===== src/rtl/core/mse_ram.sv =====
module mse_ram #(
  parameter int WIDTH = 32,
  parameter int DEPTH = 64
) (
  input  logic                     clk,
  input  logic                     we,
  input  logic [$clog2(DEPTH)-1:0] waddr,
  input  logic [WIDTH-1:0]         wdata,
  input  logic                     re,
  input  logic [$clog2(DEPTH)-1:0] raddr,
  output logic [WIDTH-1:0]         rdata
);

  logic [WIDTH-1:0] mem [DEPTH];

  always_ff @(posedge clk) begin
    if (we) begin
      mem[waddr] <= wdata;
    end
    if (re) begin
      rdata <= mem[raddr];
    end
  end

endmodule


===== config.mk =====
export PLATFORM = sky130hd
export DESIGN_NAME = mse_ram
export DESIGN_NICKNAME = d
export VERILOG_FILES = /design/src/rtl/core/mse_ram.sv
export SDC_FILE = /design/constraint.sdc
export NUM_CORES = 2
export LEC_CHECK = 0
export BUFFER_PORTS_ARGS = -buffer_cell sky130_fd_sc_hd__buf_2
export CORE_ASPECT_RATIO = 2
export CORE_UTILIZATION = 60
export CTS_CLUSTER_DIAMETER = 120
export CTS_CLUSTER_SIZE = 14
export DETAILED_ROUTE_END_ITERATION = 7
export PLACE_DENSITY = 0.76
export SLEW_MARGIN = 20
export SYNTH_ARGS = -nofsm -noshare
export SYNTH_HDL_FRONTEND = slang
export SYNTH_SLANG_ARGS = --single-unit

===== constraint.sdc =====
create_clock -name clk -period 9.6 [get_ports clk]
set_input_delay 0.48 -clock clk [delete_from_list [all_inputs] [get_ports clk]]
set_output_delay 0.48 -clock clk [all_outputs]
set_load 0.03 [all_outputs]

# Word-level counts from Yosys, hierarchy flattened
# Memory sizes are Yosys's and may differ from the RTL's. A register that Yosys moved wholly into a read port is not among the register bits.
# Cells that the tools add are included.
# Widths: inputs -> output; s select.
# word_totals
reg_bits	0
input_bits	47
word_cells	3
mem_bits_rw	2048
n_memories	1
output_inout_bits	32
# memory_table
memory	words	width	rd	rd_ports_with_merged_regs	write_ports	line_no	source
mem	64	32	1	1	1	14	logic [WIDTH-1:0] mem [DEPTH];
# op_classes
mux	2
# op_table
cell	n
$mux 1	2

# Depth between registers and ports, before layout
# logic_depth
depth_word	2
depth_mapped	10
depth_no_buf	5

# Worst setup path after synthesis
# No wires, ideal clock.
# synth_timing
path_kind	input-to-reg
startpoint	in waddr[3]
endpoint	mem mem[48][0], enable pin
path_stages	4
setup_ns	0.461
required_ns	9.139
t_arrival_ns	3.179
setup_slack_ns	5.960
cell_sequence	clkbuf_1 > nor2b_1 > nand4b_1 > nor3_1
# synth_lines
item	line_no	source
start, declared	7	input logic [$clog2(DEPTH)-1:0] waddr,
end, declared	14	
# Straight into the memory's write port.

==> key figures <==
Power
  – IR drop worst, VDD: approximately 190 uV
  – Sequential share of power: 58.6%
  – Combinational Power Share: between 5 and 6%
  – Post-route total power: 17.2 mW
  – P_leak: about 27 nW
  – Pwr per Cell Area: about 200 mW/mm^2
  – Clock share of power: 35.6%
  – Sw Share: between 20% and 30%
  – Pint: 13.6 mW
  – Sw Pwr: 3.67 mW

Route
  – Drt wl/cell: 40.1 um
  – Met2 Wirelength: 107000 um
  – Vias/cell: 7.20
  – Max layer used: met5
  – Post-route ant nets: 0
  – Via count: about 38000
  – DRC viols: 0
  – Detailed Route Iter0 Violations: approximately 5600
  – WL met1: 63600 um
  – Routed WL: 210000 um
  – Met3 wire length: 20900 um
  – First-pass detailed-route iteration total: 5

Clock tree
  – # hold bufs at CTS: 0
  – Number of buffers created by CTS: 166
  – CTS tree: built
  – Clk slew on worst S/H paths: ~0.06 ns
  – CTS Sinks: 2080
  – Clock Tree Buf Depth: 3
  – H-tree depth: 4
  – Worst-skew pair later-pin latency: around 0.8 ns
  – Root buffer cell: clkbuf_16
  – Post-CTS setup repair buffer count: 0
  – Post-CTS sizing: 0

Placement
  – IO buf count: between 70 and 80
  – Hpwl dp: 111000 um
  – GPL Wtd Cong: 0.936

Setup path
  – Arr. time, crit path: 4.09 ns
  – Max incr delay on CP: 0.66 ns
  – Crit path max-delay family: multiplexers
  – CP required: 10.12 ns
  – Critical path peak fanout: 98
  – CP Capture Type: flop
  – Crit path cell chain: buf_8, buf_12, mux4_2, mux4_2, o22ai_1, nor2_1
  – Critical path buffers and inverters: 2
  – Setup Crit Path Kind: in -> reg
  – R2R Setup Slk: 6.98 ns
  – Startpoint types: input pin
  – Critical path's slowest cell: mux4_2
  – Most used cell, CP: mux4_2

GRT
  – First-pass GRT wire length: 293000 um
  – Number of global-route vias before repair: 39125
  – Antenna violations before repair: 20
  – Total grt overflow: 0
  – Largest net degree at the start of global routing: 130
  – GRT Total Usage: 32.5%

Synth
  – Area contributors post-synth: edfxtp_1 (79%), mux4_2 (16%), mux2i_1 (1.2%), o22ai_1 (0.67%), nor2_1 (0.65%)
  – Prevailing post-synth register cell: edfxtp_1
  – Synthesized flop and latch total: 2080
  – Share of the synthesized area in the top cell type: between 70% and 80%
  – Syn Nets: ~3400
  – Yosys top cell by area: edfxtp_1
  – Syn Inst Count: 3324
  – YS warnings: 0
  – Avg Cell Area, Syn: roughly 24 um^2
  – Cell area after synthesis: 0.0788 mm^2
  – Yosys cell types: 33
  – Post-synth ARST share: 0%
  – Post-synthesis sequential area ratio: 79.2%
  – Number of synthesized flops with an enable pin: roughly 2100

STA
  – Setup TNS: 0 ns
  – Worst Skew: 0.0237 ns
  – Final setup fails: 0
  – Final Max Slew Viols: 0
  – Fin crit share: 37.1%
  – Rel. slew slack: 14.0%
  – Final hold slack: between 0.2 and 0.25 ns
  – Worst Tran Pin Value: 1.29 ns
  – Fmax: 281 MHz
  – Final hold vios: 0
  – RSZ-0062 raised after global routing: no
  – Period minus WS final: 3.56 ns

Finish
  – Multi-input gate area: 0.0160 mm^2
  – Reg area: around 0.062 mm^2
  – Layout Nets: roughly 3500
  – # fillers: 7807
  – Layout cells sized above 1: 28.2%
  – Synth-to-Final Area Change: 9.57%

Floorplan
  – Die X: roughly 260 um
  – Core Footprint: 0.130 mm^2
  – Starting density of the core: 60.6%
  – Site row count: 187
  – Die Ht: 515 um
  – Ports: 79
  – Die ar.: 0.133 mm^2

Hold path
  – HP Class: in -> reg

Run
  – Maxcap violations: 0

Run status
  – Run status: completed
[power by group through the flow]
stage                     Sequential (mW)  Combinational [mW]  Clock, mW
after global routing                 10.1                1.02       6.47
after global placement               10.3               0.942          0
after detailed placement             10.3               0.971          0
after floorplan                      10.3               0.489          0
after CTS                            10.1               0.980       6.18
final                                10.1               0.995       6.13
[kinds of logic (layout without fill, tap and decap cells)]
kind of cell,count (synthesis),in the layout,share of synthesized area (%)
other cells,0,8,0
mux,637,637,16.7
simple gates,223,223,1.26
compound gates,202,202,1.67
flops,2080,2080,79.2
buf+inv,182,373,1.12
[sequential cells by signal (all words and copies together), names as in the netlist]
signal and flops:
mem 2048, rdata 32
[layout make-up]
class	instances	share of cell area, %
Timing Repair Buffer	191	1.59
Clock inverter	10	0.127
Tap cell	1701	2.46
Multi-Input combinational cell	1062	18.5
Sequential cell	2080	72.3
Antenna cell	8	0.0232
Clock buffer	172	4.98
[metal layers]
layer / track usage (%) / up-vias
li1: - / 14469
met1: 38.1 / 19732
met2: 53.7 / 2724
met3: 6.06 / 681
met4: 24.0 / 20
met5: 0 / -
[worst register-to-register path, cell delays in order (launching register included)]
cell      delay, ns
edfxtp_1       0.39
mux4_2         0.52
mux4_2         0.61
o22ai_1        0.64
nor2_1         0.16
[synthesized netlist by cell type, types with 3 or more instances]
master,count
nor3_1,7
nand3_1,5
mux2i_1,93
a41o_1,4
o221ai_1,27
nor2_1,137
mux4_2,544
clkbuf_1,74
nor2b_1,15
nand2b_1,8
a22oi_1,12
buf_2,57
nand3b_1,5
o32ai_1,4
or3b_2,3
buf_1,21
and3_1,4
or3_1,3
a21oi_1,62
buf_6,5
a311oi_1,8
buf_4,25
nand2_1,26
o22ai_1,84
edfxtp_1,2080
[worst paths after layout]
kind | cells after the start | from | to
worst max-delay path | 6 | raddr[0] | rdata[9]
worst min-delay path | 1 | wdata[14] | mem[43][14]
worst max register to register | 4 | mem[22][2] | rdata[2]
worst min register to register | 4 | mem[12][17] | rdata[17]
[stage by stage]
step,std cells,worst slack (ns),cell area (um^2),utilization (%)
floorplan,3324,5.96,78800,-
global placement,5034,5.38,81900,63.0
detailed placement,5034,5.34,81900,63.0
CTS,5216,6.15,86300,66.4
global route,5219,5.92,86400,66.4
finish,5224,6.04,86400,66.4
[cell usage in the layout, fill, tap and decap left out, types with 2 or more instances in the layout]
| cell type | count |
|---|---|
| and2_1 | 2 |
| or3_1 | 3 |
| nand3_1 | 5 |
| a22oi_1 | 12 |
| nor3_1 | 5 |
| a41o_1 | 4 |
| o22ai_1 | 84 |
| nand2b_1 | 7 |
| or3b_2 | 3 |
| buf_8 | 3 |
| inv_6 | 6 |
| mux4_2 | 544 |
| nor3_2 | 2 |
| buf_12 | 6 |
| diode_2 | 8 |
| nor2_1 | 74 |
| a21oi_1 | 61 |
| nand4_1 | 2 |
| clkbuf_16 | 172 |
| and3_1 | 4 |
| mux2i_1 | 93 |
| o32ai_1 | 4 |
| nor2b_1 | 15 |
| buf_4 | 120 |
| edfxtp_1 | 2080 |
| o221ai_1 | 27 |
| or3b_1 | 2 |
| nor2_4 | 62 |
| nand2_1 | 25 |
| a311oi_1 | 7 |
| or2_2 | 2 |
| nand3b_1 | 5 |
| clkinv_8 | 3 |
| buf_2 | 62 |
Note: power is estimated with default switching activity, not from simulation.
