--- config.mk ---
export PLATFORM = sky130hd
export DESIGN_NAME = mse_exec
export DESIGN_NICKNAME = d
export VERILOG_FILES = /design/src/rtl/core/mse_pkg.sv /design/src/rtl/core/mse_exec.sv
export SDC_FILE = /design/constraint.sdc
export NUM_CORES = 1
export LEC_CHECK = 0
export ABC_AREA = 1
export BUFFER_PORTS_ARGS = -buffer_cell sky130_fd_sc_hd__buf_4
export CORE_UTILIZATION = 55
export DETAILED_ROUTE_END_ITERATION = 16
export PLACE_DENSITY_LB_ADDON = 0.08
export SLEW_MARGIN = 10
export SYNTH_ARGS = -nofsm -noshare
export SYNTH_HDL_FRONTEND = slang
export SYNTH_SLANG_ARGS = --single-unit
--- constraint.sdc ---
create_clock -name vclk -period 1.69
set_input_delay 0 -clock vclk [all_inputs]
set_output_delay 0 -clock vclk [all_outputs]
set_load 0.005 [all_outputs]
--- src/rtl/core/mse_pkg.sv ---
package mse_pkg;

  localparam int DATA_WORDS_DEF = 64;
  localparam int CODE_WORDS_DEF = 1024;

  localparam int REG_COUNT = 32;
  localparam int REG_IDX_W = 5;
  localparam int XLEN      = 32;

  localparam logic [5:0] OPC_SPECIAL = 6'd0;
  localparam logic [5:0] OPC_J       = 6'd2;
  localparam logic [5:0] OPC_JAL     = 6'd3;
  localparam logic [5:0] OPC_BEQ     = 6'd4;
  localparam logic [5:0] OPC_BNE     = 6'd5;
  localparam logic [5:0] OPC_ADDI    = 6'd8;
  localparam logic [5:0] OPC_LW      = 6'd35;
  localparam logic [5:0] OPC_SW      = 6'd43;

  localparam logic [5:0] FN_SLL = 6'd0;
  localparam logic [5:0] FN_JR  = 6'd8;
  localparam logic [5:0] FN_ADD = 6'd32;
  localparam logic [5:0] FN_SUB = 6'd34;
  localparam logic [5:0] FN_AND = 6'd36;
  localparam logic [5:0] FN_OR  = 6'd37;
  localparam logic [5:0] FN_SLT = 6'd42;

  localparam logic [REG_IDX_W-1:0] LINK_REG = 5'd31;

  typedef struct packed {
    logic taken;
    logic reg_write;
    logic mem_write;
    logic mem_read;
    logic illegal;
  } mse_flags_t;

endpackage

--- src/rtl/core/mse_exec.sv ---
module mse_exec #(
  parameter int CODE_WORDS = mse_pkg::CODE_WORDS_DEF,
  parameter int DATA_WORDS = mse_pkg::DATA_WORDS_DEF,
  localparam int PC_W = $clog2(CODE_WORDS),
  localparam int MI_W = $clog2(DATA_WORDS)
) (
  input  logic [31:0]                  instr,
  input  logic [31:0]                  op_a,
  input  logic [31:0]                  op_b,
  input  logic [PC_W-1:0]              pc,
  output mse_pkg::mse_flags_t          flags,
  output logic [PC_W-1:0]              npc,
  output logic [mse_pkg::REG_IDX_W-1:0] widx,
  output logic [31:0]                  wval,
  output logic [MI_W-1:0]              midx,
  output logic [31:0]                  mval
);

  logic [5:0]  opc;
  logic [5:0]  fn;
  logic [4:0]  rt;
  logic [4:0]  rd;
  logic [4:0]  sh;
  logic [31:0] imm;
  logic [31:0] addr_sum;
  logic [PC_W-1:0] seq;
  logic        wr;
  logic [mse_pkg::REG_IDX_W-1:0] idx;
  logic [31:0] val;

  assign opc      = instr[31:26];
  assign rt       = instr[20:16];
  assign rd       = instr[15:11];
  assign sh       = instr[10:6];
  assign fn       = instr[5:0];
  assign imm      = {{16{instr[15]}}, instr[15:0]};
  assign addr_sum = op_a + imm;
  assign seq      = pc + PC_W'(1);

  always_comb begin
    flags = '0;
    npc   = seq;
    wr    = 1'b0;
    idx   = '0;
    val   = '0;
    midx  = '0;
    mval  = '0;
    unique case (opc) inside
      mse_pkg::OPC_SPECIAL: begin
        wr  = 1'b1;
        idx = rd;
        unique case (fn)
          mse_pkg::FN_ADD: val = op_a + op_b;
          mse_pkg::FN_SUB: val = op_a - op_b;
          mse_pkg::FN_AND: val = op_a & op_b;
          mse_pkg::FN_OR:  val = op_a | op_b;
          mse_pkg::FN_SLT: val = {31'd0, $signed(op_a) < $signed(op_b)};
          mse_pkg::FN_SLL: val = op_b << sh;
          mse_pkg::FN_JR: begin
            wr          = 1'b0;
            npc         = op_a[PC_W-1:0];
            flags.taken = 1'b1;
          end
          default: begin
            wr            = 1'b0;
            flags.illegal = 1'b1;
          end
        endcase
      end
      mse_pkg::OPC_J: begin
        npc         = instr[PC_W-1:0];
        flags.taken = 1'b1;
      end
      mse_pkg::OPC_JAL: begin
        npc         = instr[PC_W-1:0];
        flags.taken = 1'b1;
        wr          = 1'b1;
        idx         = mse_pkg::LINK_REG;
        val         = {{(32-PC_W){1'b0}}, seq};
      end
      mse_pkg::OPC_BEQ, mse_pkg::OPC_BNE: begin
        if ((op_a == op_b) == (opc == mse_pkg::OPC_BEQ)) begin
          npc         = seq + imm[PC_W-1:0];
          flags.taken = 1'b1;
        end
      end
      mse_pkg::OPC_ADDI: begin
        wr  = 1'b1;
        idx = rt;
        val = addr_sum;
      end
      mse_pkg::OPC_LW: begin
        // loaded word arrives one stage later
        midx           = addr_sum[2 +: MI_W];
        flags.mem_read = 1'b1;
        wr             = 1'b1;
        idx            = rt;
      end
      mse_pkg::OPC_SW: begin
        midx            = addr_sum[2 +: MI_W];
        mval            = op_b;
        flags.mem_write = 1'b1;
      end
      default: flags.illegal = 1'b1;
    endcase

    flags.reg_write = wr && (idx != '0);
    widx = flags.reg_write ? idx : '0;
    wval = flags.reg_write ? val : '0;
  end

endmodule

==> qor.txt, run 1 <==
Fail Step = global routing (5_1_grt)
Cells after Synth = 2324
Input/output buffers = 191
Count of different cell masters after synthesis = 57
Final GP Congestion = 1.15
I/O Pins = 196
Synth warn = 0
Stop err = [ERROR GRT-0116] Global routing finished with congestion. Check the congestion regions in the DRC Viewer.
Top-area cell type share of the netlist area = 22.9%
CTS Hold Buffers Added = 0
Dominant cells by area after synthesis = nand2_1 23%, ha_1 15%, inv_1 12%, nand3_1 11%, nor2_1 6.9%
Vias in the first global route = 27300
Synthesized Nets = 2575
Sequential share of the synthesized area = 0%
# rows = 53
Die Height = 149 microns
DP HPWL = 49600 microns
Die Wd = 149 microns
Status = stopped before the end
Dominant cell type by area after synthesis = nand2_1
Largest net degree at the start of global routing = 33
Global-route wire length before repair = 159000 microns
Starting Density = 56.2%
GRT overflow = 1069
Syn_area_per_cell = 5.09 sq um
Placed Area = 17100 sq um
Post-Place Cells = 3212
Total Routing Usage GR = 92.8%
Synth Cell Area = 11800 sq um
-- through the flow --
| stage | setup WS [ns] | TNS [ns] |
|---|---|---|
| global placement | -0.586 | -19.44 |
| CTS | -0.397 | -9.48 |
| detailed placement | -0.576 | -21.77 |
| floorplan | 0.00358 | 0 |
-- synthesized netlist by cell type, drive strengths merged (7+ instances only) --
cell,count
a22oi,11
nand2,730
ha,141
nand4,25
a21oi,160
nor3,22
o211ai,21
o21bai,15
xor2,20
clkbuf,29
inv,389
o22ai,26
a31oi,7
buf,49
nand3,264
a21o,7
nor2,241
o21ai,117
-- cells by family after synthesis --
kind of cell             count (synthesis)  synth area share (%)
buffers and inverters                  469                  16.2
AO/OA/AOI/OAI                          378                  18.9
multiplexers                             1                0.0847
AND/OR/NAND/NOR                       1305                  47.1
adder cells (fa/ha/maj)                145                  15.6
XOR/XNOR                                26                  2.08
-- timing repair --
item,CTS
gates resized for setup,771
pin swaps,253
cloned,5
endpoints found under the setup margin,53
setup buffers,48
-- metal layers --
| metal | overflow | GRT usage (%) |
|---|---|---|
| met5 | 3 | 40.9 |
| met4 | 289 | 109 |
| met3 | 19 | 71.2 |
| met2 | 740 | 116 |
| met1 | 18 | 85.5 |
==> run 2, diff against run 1 <==
--- a/config.mk
+++ b/config.mk
@@ -7,9 +7,9 @@
 export LEC_CHECK = 0
 export ABC_AREA = 1
 export BUFFER_PORTS_ARGS = -buffer_cell sky130_fd_sc_hd__buf_4
-export CORE_UTILIZATION = 55
+export CORE_UTILIZATION = 40
 export DETAILED_ROUTE_END_ITERATION = 16
-export PLACE_DENSITY_LB_ADDON = 0.08
+export PLACE_DENSITY_LB_ADDON = 0.15
 export SLEW_MARGIN = 10
 export SYNTH_ARGS = -nofsm -noshare
 export SYNTH_HDL_FRONTEND = slang
==> constraint.sdc (replaced) <==
create_clock -name vclk -period 2.2
set_input_delay 0 -clock vclk [all_inputs]
set_output_delay 0 -clock vclk [all_outputs]
set_load 0.005 [all_outputs]
==> qor.txt, run 2 <==
Status = completed
Period utilisation layout = 99.8%
Crit-path slowest cell = o21ai_0
Total Routing Usage GR = 39.7%
Via count = 17400
Worst path depth = 13
Top post-synthesis cells by count = 721 x nand2_1, 384 x inv_1, 262 x nand3_1, 218 x nor2_1, 141 x ha_1
Die Height = 174 microns
Most frequent cells in the layout = 680 x nand2_1, 475 x buf_4, 372 x inv_1
Synthesized Nets = 2575
DRC Markers = 0
Global-route wire length before repair = 92200 microns
Crit. End Element = output port
Max Fclk = 456 MHz
Worst hold slack = 0.364 ns
Commonest non-fill, non-tap cell in the layout = nand2_1
Cells after Synth = 2324
Most frequent CP cell = nand2_1
Sequential share of the synthesized area = 0%
Setup crit start kind = primary input
Data required time of the worst path = 2.20 ns
Cells along the critical path = buf_4 -> clkbuf_16 -> o21ai_0 -> nand2_1 -> nand3_1 -> nand3_1 -> nand2_1 -> nor2_1 -> nor2_1 -> nand3_2 -> nand2_1 -> a21oi_2 -> buf_4
Final-report max-slew violation count = 0
Initial antenna violation count = 0
Total power = 3.78 mW
Nets = 2985
Pwr per Cell Area = 230 nW/um^2
RSZ-0062 raised after global routing = yes
Die area = 30300 sq um
Crit Path Class = in -> out
Final setup viols = 0
CTS Hold Buffers Added = 0
Synth Cell Area = 11800 sq um
Count of different cell masters after synthesis = 57
Setup WS post-layout = 0.00549 ns
P_leak = 9.07 nW
Largest net degree at the start of global routing = 55
# rows = 62
Setup TNS = 0 ns
Seq cells = 0
Delay of the slowest critical-path stage = 0.45 ns
IR Drop Worst-Case VDD = 0.119 mV
Input/output buffers = 191
Clk_buf instances = 0
Crit path DAT = 2.19 ns
Area delta synth->final = 39.2%
Final Critical Period = 2.19 ns
Final wirelength = 63500 microns
Antenna Nets Post-Route = 0
Final Util = 57.0%
DR pass1 iterations = 6
Top-area cell type share of the netlist area = 22.9%
CP Max Fanout = 27
Share of layout cells above drive strength 1 = 26.2%
Die Wd = 174 microns
CP delay by family, top = simple AND/OR/NAND/NOR gates
Final GP Congestion = 1.09
Dominant cells by area after synthesis = nand2_1 23%, ha_1 15%, inv_1 12%, nand3_1 11%, nor2_1 6.9%
Fin. Hold Viols = 0
DRT iter0 DRCs = 2090
Hold path depth = 4
Slew @ Worst Pin = 1.05 ns
Vias in the first global route = 16200
GRT overflow = 0
MaxCap Viol Count = 0
I/O Pins = 196
Routed WL per cell = 20.4 microns
Flip-flop and latch area = 0 sq um
CP bufs+invs = 3
Via density = 5.57
Dpl ws = -0.255 ns
Synth warn = 0
Most frequent cell after synthesis = nand2_1
Number of antenna diodes = 0
Max-Slew Margin vs Limit = 29.6%
Dominant cell type by area after synthesis = nand2_1
Core box area = 28900 sq um
Worst hold path type = in -> out
DP HPWL = 53300 microns
Syn_area_per_cell = 5.09 sq um
Starting Density = 41.0%
run 2: cell counts after synthesis:
No cell type changed its count.
run 2: cells by family (layout without fill, tap and decap cells):
group / count (synthesis) / count (layout) / share of synthesized area, %
and+or+nand+nor: 1305 / 1305 / 47.1
buffers and inverters: 469 / 877 / 16.2
AOI/OAI and AO/OA: 378 / 378 / 18.9
adders and majority gates: 145 / 145 / 15.6
xor gates and xnor gates: 26 / 26 / 2.08
muxes: 1 / 1 / 0.0847
run 2: what timing repair did:
action | CTS | global route
endpoints found under the setup margin | 37 | 39
pin swaps | 9 | 45
resized for setup | 56 | 155
cloned | 0 | 1
buffers inserted | 1 | 10
run 2: path summary, 6_finish.rpt:
| path | slack (ns) | startpoint | endpoint |
|---|---|---|---|
| setup / recovery | 0.005 | instr[6] | wval[27] |
| hold / removal | 0.36 | instr[19] | widx[3] |
run 2: metrics by stage:
stage               cell area, sq um  std cells
floorplan                      11800       2324
global route                   16500       3116
global placement               15500       3104
finish                         16500       3116
detailed placement             15500       3104
CTS                            15700       3105
run 2: power by group:
group	leakage [nW]	internal [mW]	switching, mW
clock network	0	0	0
logic	9.07	1.48	2.30
registers	0	0	0
run 2: layout make-up:
class,count,area (sq um)
fillers,3053,12400
inverters,391,1470
multi-input cells,1855,10700
well taps,384,480
repair buffers,486,3780
run 2: layer usage:
layer | global-route usage [%] | wire, microns | vias to the layer above
li1 | - | - | 8264
met2 | 63.1 | 27200 | 1019
met5 | 0 | 0 | -
met3 | 8.11 | 7380 | 162
met1 | 53.8 | 26700 | 7924
met4 | 11.3 | 2260 | 0
Power figures use the tool's default switching activity.
==> run 3, diff against run 2 <==
--- a/config.mk
+++ b/config.mk
@@ -5,10 +5,10 @@
 export SDC_FILE = /design/constraint.sdc
 export NUM_CORES = 1
 export LEC_CHECK = 0
-export ABC_AREA = 1
 export BUFFER_PORTS_ARGS = -buffer_cell sky130_fd_sc_hd__buf_4
 export CORE_UTILIZATION = 40
 export DETAILED_ROUTE_END_ITERATION = 16
+export GPL_TIMING_DRIVEN = 0
 export PLACE_DENSITY_LB_ADDON = 0.15
 export SLEW_MARGIN = 10
 export SYNTH_ARGS = -nofsm -noshare
==> qor.txt, run 3 <==
Status = finished, violations left
Failing checks = setup timing
Worst hold path type = in -> out
DRT iter0 DRCs = 1371
Most frequent cells in the layout = 253 x buf_4, 120 x inv_1, 117 x ha_1
Synth warn = 0
Dominant cell type by area after synthesis = ha_1
DR pass1 iterations = 7
Mux cell area share after synthesis = 12.2%
Input/output buffers = 190
Die Height = 157 microns
Cells after Synth = 1405
Post-route insts no fill = 1998
# rows = 56
Final Instance Area = 14200 sq um
Compound-gate portion of the synthesized area = 33.1%
Die area = 24600 sq um
Via density = 6.39
Hold path depth = 3
Seq cells = 0
Final Critical Period = 3.13 ns
Flip-flop and latch area = 0 sq um
Starting Density = 40.8%
Post-synthesis simple-gate area fraction = 19.7%
Placed Area = 11600 sq um
Nets = 1932
Final-report max-slew violation count = 0
Clk_buf instances = 0
Top post-synthesis cells by count = 144 x inv_1, 141 x ha_1, 130 x a21oi_1, 118 x nor2_1, 105 x nand2_1
Count of different cell masters after synthesis = 85
Vias in the first global route = 11700
Crit Path Class = in -> out
Final setup viols = 41
GRT overflow = 0
Sequential share of the synthesized area = 0%
Final wirelength = 51400 microns
Total Routing Usage GR = 39.8%
RSZ-0062 raised after global routing = yes
Crit. End Element = output port
Routed WL per cell = 25.7 microns
Commonest non-fill, non-tap cell in the layout = buf_4
Dominant cells by area after synthesis = ha_1 18%, a21oi_1 6.8%, mux2i_1 6.5%, inv_1 5.6%, mux4_2 5.6%
Crit path DAT = 3.13 ns
Most frequent cell after synthesis = inv_1
Core box area = 23500 sq um
Max Fclk = 320 MHz
Largest net degree at the start of global routing = 19
DRC Markers = 0
Share of layout cells above drive strength 1 = 36.3%
Max-Slew Margin vs Limit = 27.1%
CP Max Fanout = 10
Pwr per Cell Area = 252 nW/um^2
Setup TNS = -21.86 ns
Initial antenna violation count = 1
Post-synthesis xor/xnor area fraction = 6.75%
Period utilisation layout = 142%
Setup WS post-layout = -0.926 ns
Number of antenna diodes = 0
Final Util = 60.3%
Antenna Nets Post-Route = 0
P_leak = 6.20 nW
IR Drop Worst-Case VDD = 0.135 mV
Synth Cell Area = 9610 sq um
Synth Area in Adders = 19.2%
Largest family of logic cells by synthesized area = compound AO/OA/AOI/OAI gates
Area delta synth->final = 47.6%
CTS Hold Buffers Added = 0
I/O Pins = 196
Final GP Congestion = 1.09
Total power = 3.58 mW
Die Wd = 157 microns
Synthesized Nets = 1656
Slew @ Worst Pin = 1.09 ns
Post-Place Cells = 1914
DP HPWL = 40200 microns
Fin. Hold Viols = 0
Data required time of the worst path = 2.20 ns
MaxCap Viol Count = 0
Top-area cell type share of the netlist area = 18.4%
Syn_area_per_cell = 6.84 sq um
Global-route wire length before repair = 73000 microns
Via count = 12800
Setup crit start kind = primary input
## run 3: critical path, cell delays in order
cell and delay, ns:
buf_4 0.14, clkbuf_4 0.22, inv_2 0.21, mux2i_2 0.44
nor2_1 0.09, a21oi_1 0.47, mux2i_1 0.22, a221o_1 0.43
a211o_1 0.27, a31o_1 0.18, o31ai_1 0.07, o211ai_1 0.19
buf_4 0.18
## run 3: logic make-up (layout without fill, tap and decap cells)
group,after synthesis,in the layout
simple gates,399,400
buf+inv,224,497
fa+ha+maj,145,145
compound gates,476,476
mux,87,87
xor+xnor,74,74
## run 3: power breakdown
group          internal [mW]  total, mW  switching, mW
clock network              0          0              0
logic                   1.46       3.58           2.11
registers                  0          0              0
## run 3: repair_timing
| item | 4_1_cts | 5_1_grt |
|---|---|---|
| setup buffers | 66 | 33 |
| pin swaps | 108 | 111 |
| cloned | 1 | 0 |
| gates resized for setup | 308 | 133 |
| setup endpoints to repair | 43 | 43 |
## run 3: metal layers
layer  global-route usage [%]  wire length, microns
met5                        0                    12
met4                     13.3                  2360
met1                     55.8                 21500
met2                     61.9                 22000
met3                     5.64                  5520
## run 3: through the flow
stage                     worst slack, ns  hold WS (ns)
final                              -0.926         0.311
after detailed placement            -1.36         0.294
after CTS                          -0.791         0.293
after global routing               -0.961         0.337
after floorplan                    -0.194        0.0311
after global placement              -1.43         0.290
## run 3: area by class of cell
type                            count  area, sq um
Timing Repair Buffer              284         2370
Multi-Input combinational cell   1182        10400
Buffer                             62          394
Fill cell                        2253         9360
Inverter                          151          629
Tap cell                          319          399
## run 3: final timing paths
| check | from | slack (ns) | to |
|---|---|---|---|
| setup / recovery | instr[7] | -0.93 | wval[30] |
| hold / removal | instr[29] | 0.31 | flags[1] |
==> run 4, diff against run 3 <==
--- a/config.mk
+++ b/config.mk
@@ -8,7 +8,6 @@
 export BUFFER_PORTS_ARGS = -buffer_cell sky130_fd_sc_hd__buf_4
 export CORE_UTILIZATION = 40
 export DETAILED_ROUTE_END_ITERATION = 16
-export GPL_TIMING_DRIVEN = 0
 export PLACE_DENSITY_LB_ADDON = 0.15
 export SLEW_MARGIN = 10
 export SYNTH_ARGS = -nofsm -noshare
==> qor.txt, run 4 (synthesis gave the netlist of run 3 again) <==
Grt met1 use = 56.9%
Final-report max-slew violation count = 0
# rows = 56
Failing checks = setup timing
Pwr per Cell Area = 252 nW/um^2
Most Crowded Layer GR = met2
CP Max Fanout = 3
MaxCap Viol Count = 0
Placed Area = 15100 sq um
DRT iter0 DRCs = 1482
Crit. End Element = output port
Final setup viols = 39
CTS Hold Buffers Added = 0
CP delay by family, top = compound AO/OA/AOI/OAI gates
Crit Path Class = in -> out
Most frequent cells in the layout = 676 x buf_4, 118 x inv_1, 117 x ha_1
Clk_buf instances = 0
Antenna Nets Post-Route = 0
IR Drop Worst-Case VDD = 0.177 mV
Commonest non-fill, non-tap cell in the layout = buf_4
Crit-path slowest cell = or3_4
Via count = 14100
RSZ-0062 raised after global routing = yes
HP Start = instr[29]
Fin. Hold Viols = 0
Max Fclk = 337 MHz
Fillers = 1955
Nets = 2312
Max-Slew Margin vs Limit = 55.5%
P_leak = 8.11 nW
Final Critical Period = 2.96 ns
Die area = 24600 sq um
Initial antenna violation count = 0
Met2 Use GR = 63.9%
Worst hold path type = in -> out
Global Route met3 Usage = 5.45%
Input/output buffers = 191
Die Height = 157 microns
Worst hold slack = 0.286 ns
Number of antenna diodes = 0
Cells along the critical path = buf_8 -> clkinvlp_4 -> ha_4 -> buf_6 -> nor2_4 -> o311a_4 -> o31a_1 -> or3_4 -> o21ai_4 -> a2111oi_4 -> a211oi_4 -> xnor2_1 -> a221oi_2 -> o22ai_1 -> buf_4
Die Wd = 157 microns
Hold path depth = 3
Seq cells = 0
Final wirelength = 52400 microns
DR pass1 iterations = 7
Final GP Congestion = 1.01
Core box area = 23500 sq um
Total Routing Usage GR = 40.0%
Crit path DAT = 2.96 ns
Routed WL per cell = 22.0 microns
Setup WS post-layout = -0.764 ns
Period utilisation layout = 135%
DP HPWL = 42200 microns
Slew @ Worst Pin = 0.663 ns
DRC Markers = 0
Setup TNS = -18.45 ns
Area delta synth->final = 75.9%
Setup crit start kind = primary input
Data required time of the worst path = 2.20 ns
Hold Path Sink = flags[1]
Status = finished, violations left
Largest net degree at the start of global routing = 40
Via density = 5.93
Vias in the first global route = 13100
GRT overflow = 0
Delay of the slowest critical-path stage = 0.38 ns
Starting Density = 40.8%
I/O Pins = 196
Global-route wire length before repair = 75200 microns
Share of layout cells above drive strength 1 = 48.3%
Flip-flop and latch area = 0 sq um
Final Instance Area = 16900 sq um
CP bufs+invs = 4
## run 4: cell types whose count changed in the layout (fill, tap and decap cells not counted), moves of 5 or more
| cell | previous run | this run |
|---|---|---|
| buf_4 | 253 | 676 |
| clkbuf_1 | 23 | 0 |
| clkbuf_2 | 11 | 0 |
| buf_6 | 24 | 33 |
| xnor2_1 | 35 | 42 |
| xnor2_2 | 18 | 11 |
| buf_12 | 12 | 6 |
| clkbuf_4 | 5 | 0 |
| mux2i_1 | 56 | 61 |
| nor3_1 | 51 | 56 |
## run 4: worst max-delay path by stage
| stage | startpoint | endpoint | slack [ns] | cells after the start |
|---|---|---|---|---|
| finish | op_b[1] | wval[29] | -0.76 | 15 |
| global placement | op_a[0] | wval[30] | -0.84 | 14 |
| CTS | op_a[0] | wval[30] | -0.71 | 14 |
| global route | instr[0] | wval[30] | -0.84 | 14 |
| floorplan | instr[0] | wval[30] | -0.19 | 12 |
| detailed placement | op_a[0] | wval[30] | -0.87 | 14 |
## run 4: routing by layer
| layer | wire [microns] | vias to the layer above |
|---|---|---|
| met2 | 22800 | 816 |
| met3 | 5620 | 113 |
| met5 | 0 | - |
| met1 | 22600 | 6712 |
| li1 | - | 6470 |
| met4 | 1450 | 0 |
## run 4: cell type report
cell class,count,area (sq um),share of cell area [%]
Inverter,151,616,3.64
Multi-Input combinational cell,1182,10100,59.8
Tap cell,319,399,2.36
Timing Repair Buffer,726,5780,34.2
## run 4: power by group
group | total [mW] | switching, mW | internal (mW) | leakage (nW)
Clock | 0 | 0 | 0 | 0
Combinational | 4.25 | 2.21 | 2.04 | 8.11
Sequential | 0 | 0 | 0 | 0
## run 4: timing repair
action / CTS / global route
endpoints found under the setup margin: 43 / 43
resized for setup: 200 / 141
cloned: 1 / 4
pin swaps: 94 / 89
setup buffers: 21 / 28
## run 4: per-stage QoR
step	cells	util, %	power (mW)	setup WS [ns]
floorplan	1405	-	1.76	-0.194
global placement	2339	64.1	3.56	-0.837
detailed placement	2339	64.1	3.59	-0.868
CTS	2355	68.3	3.89	-0.712
global route	2378	71.8	4.48	-0.836
finish	2378	71.8	4.25	-0.764
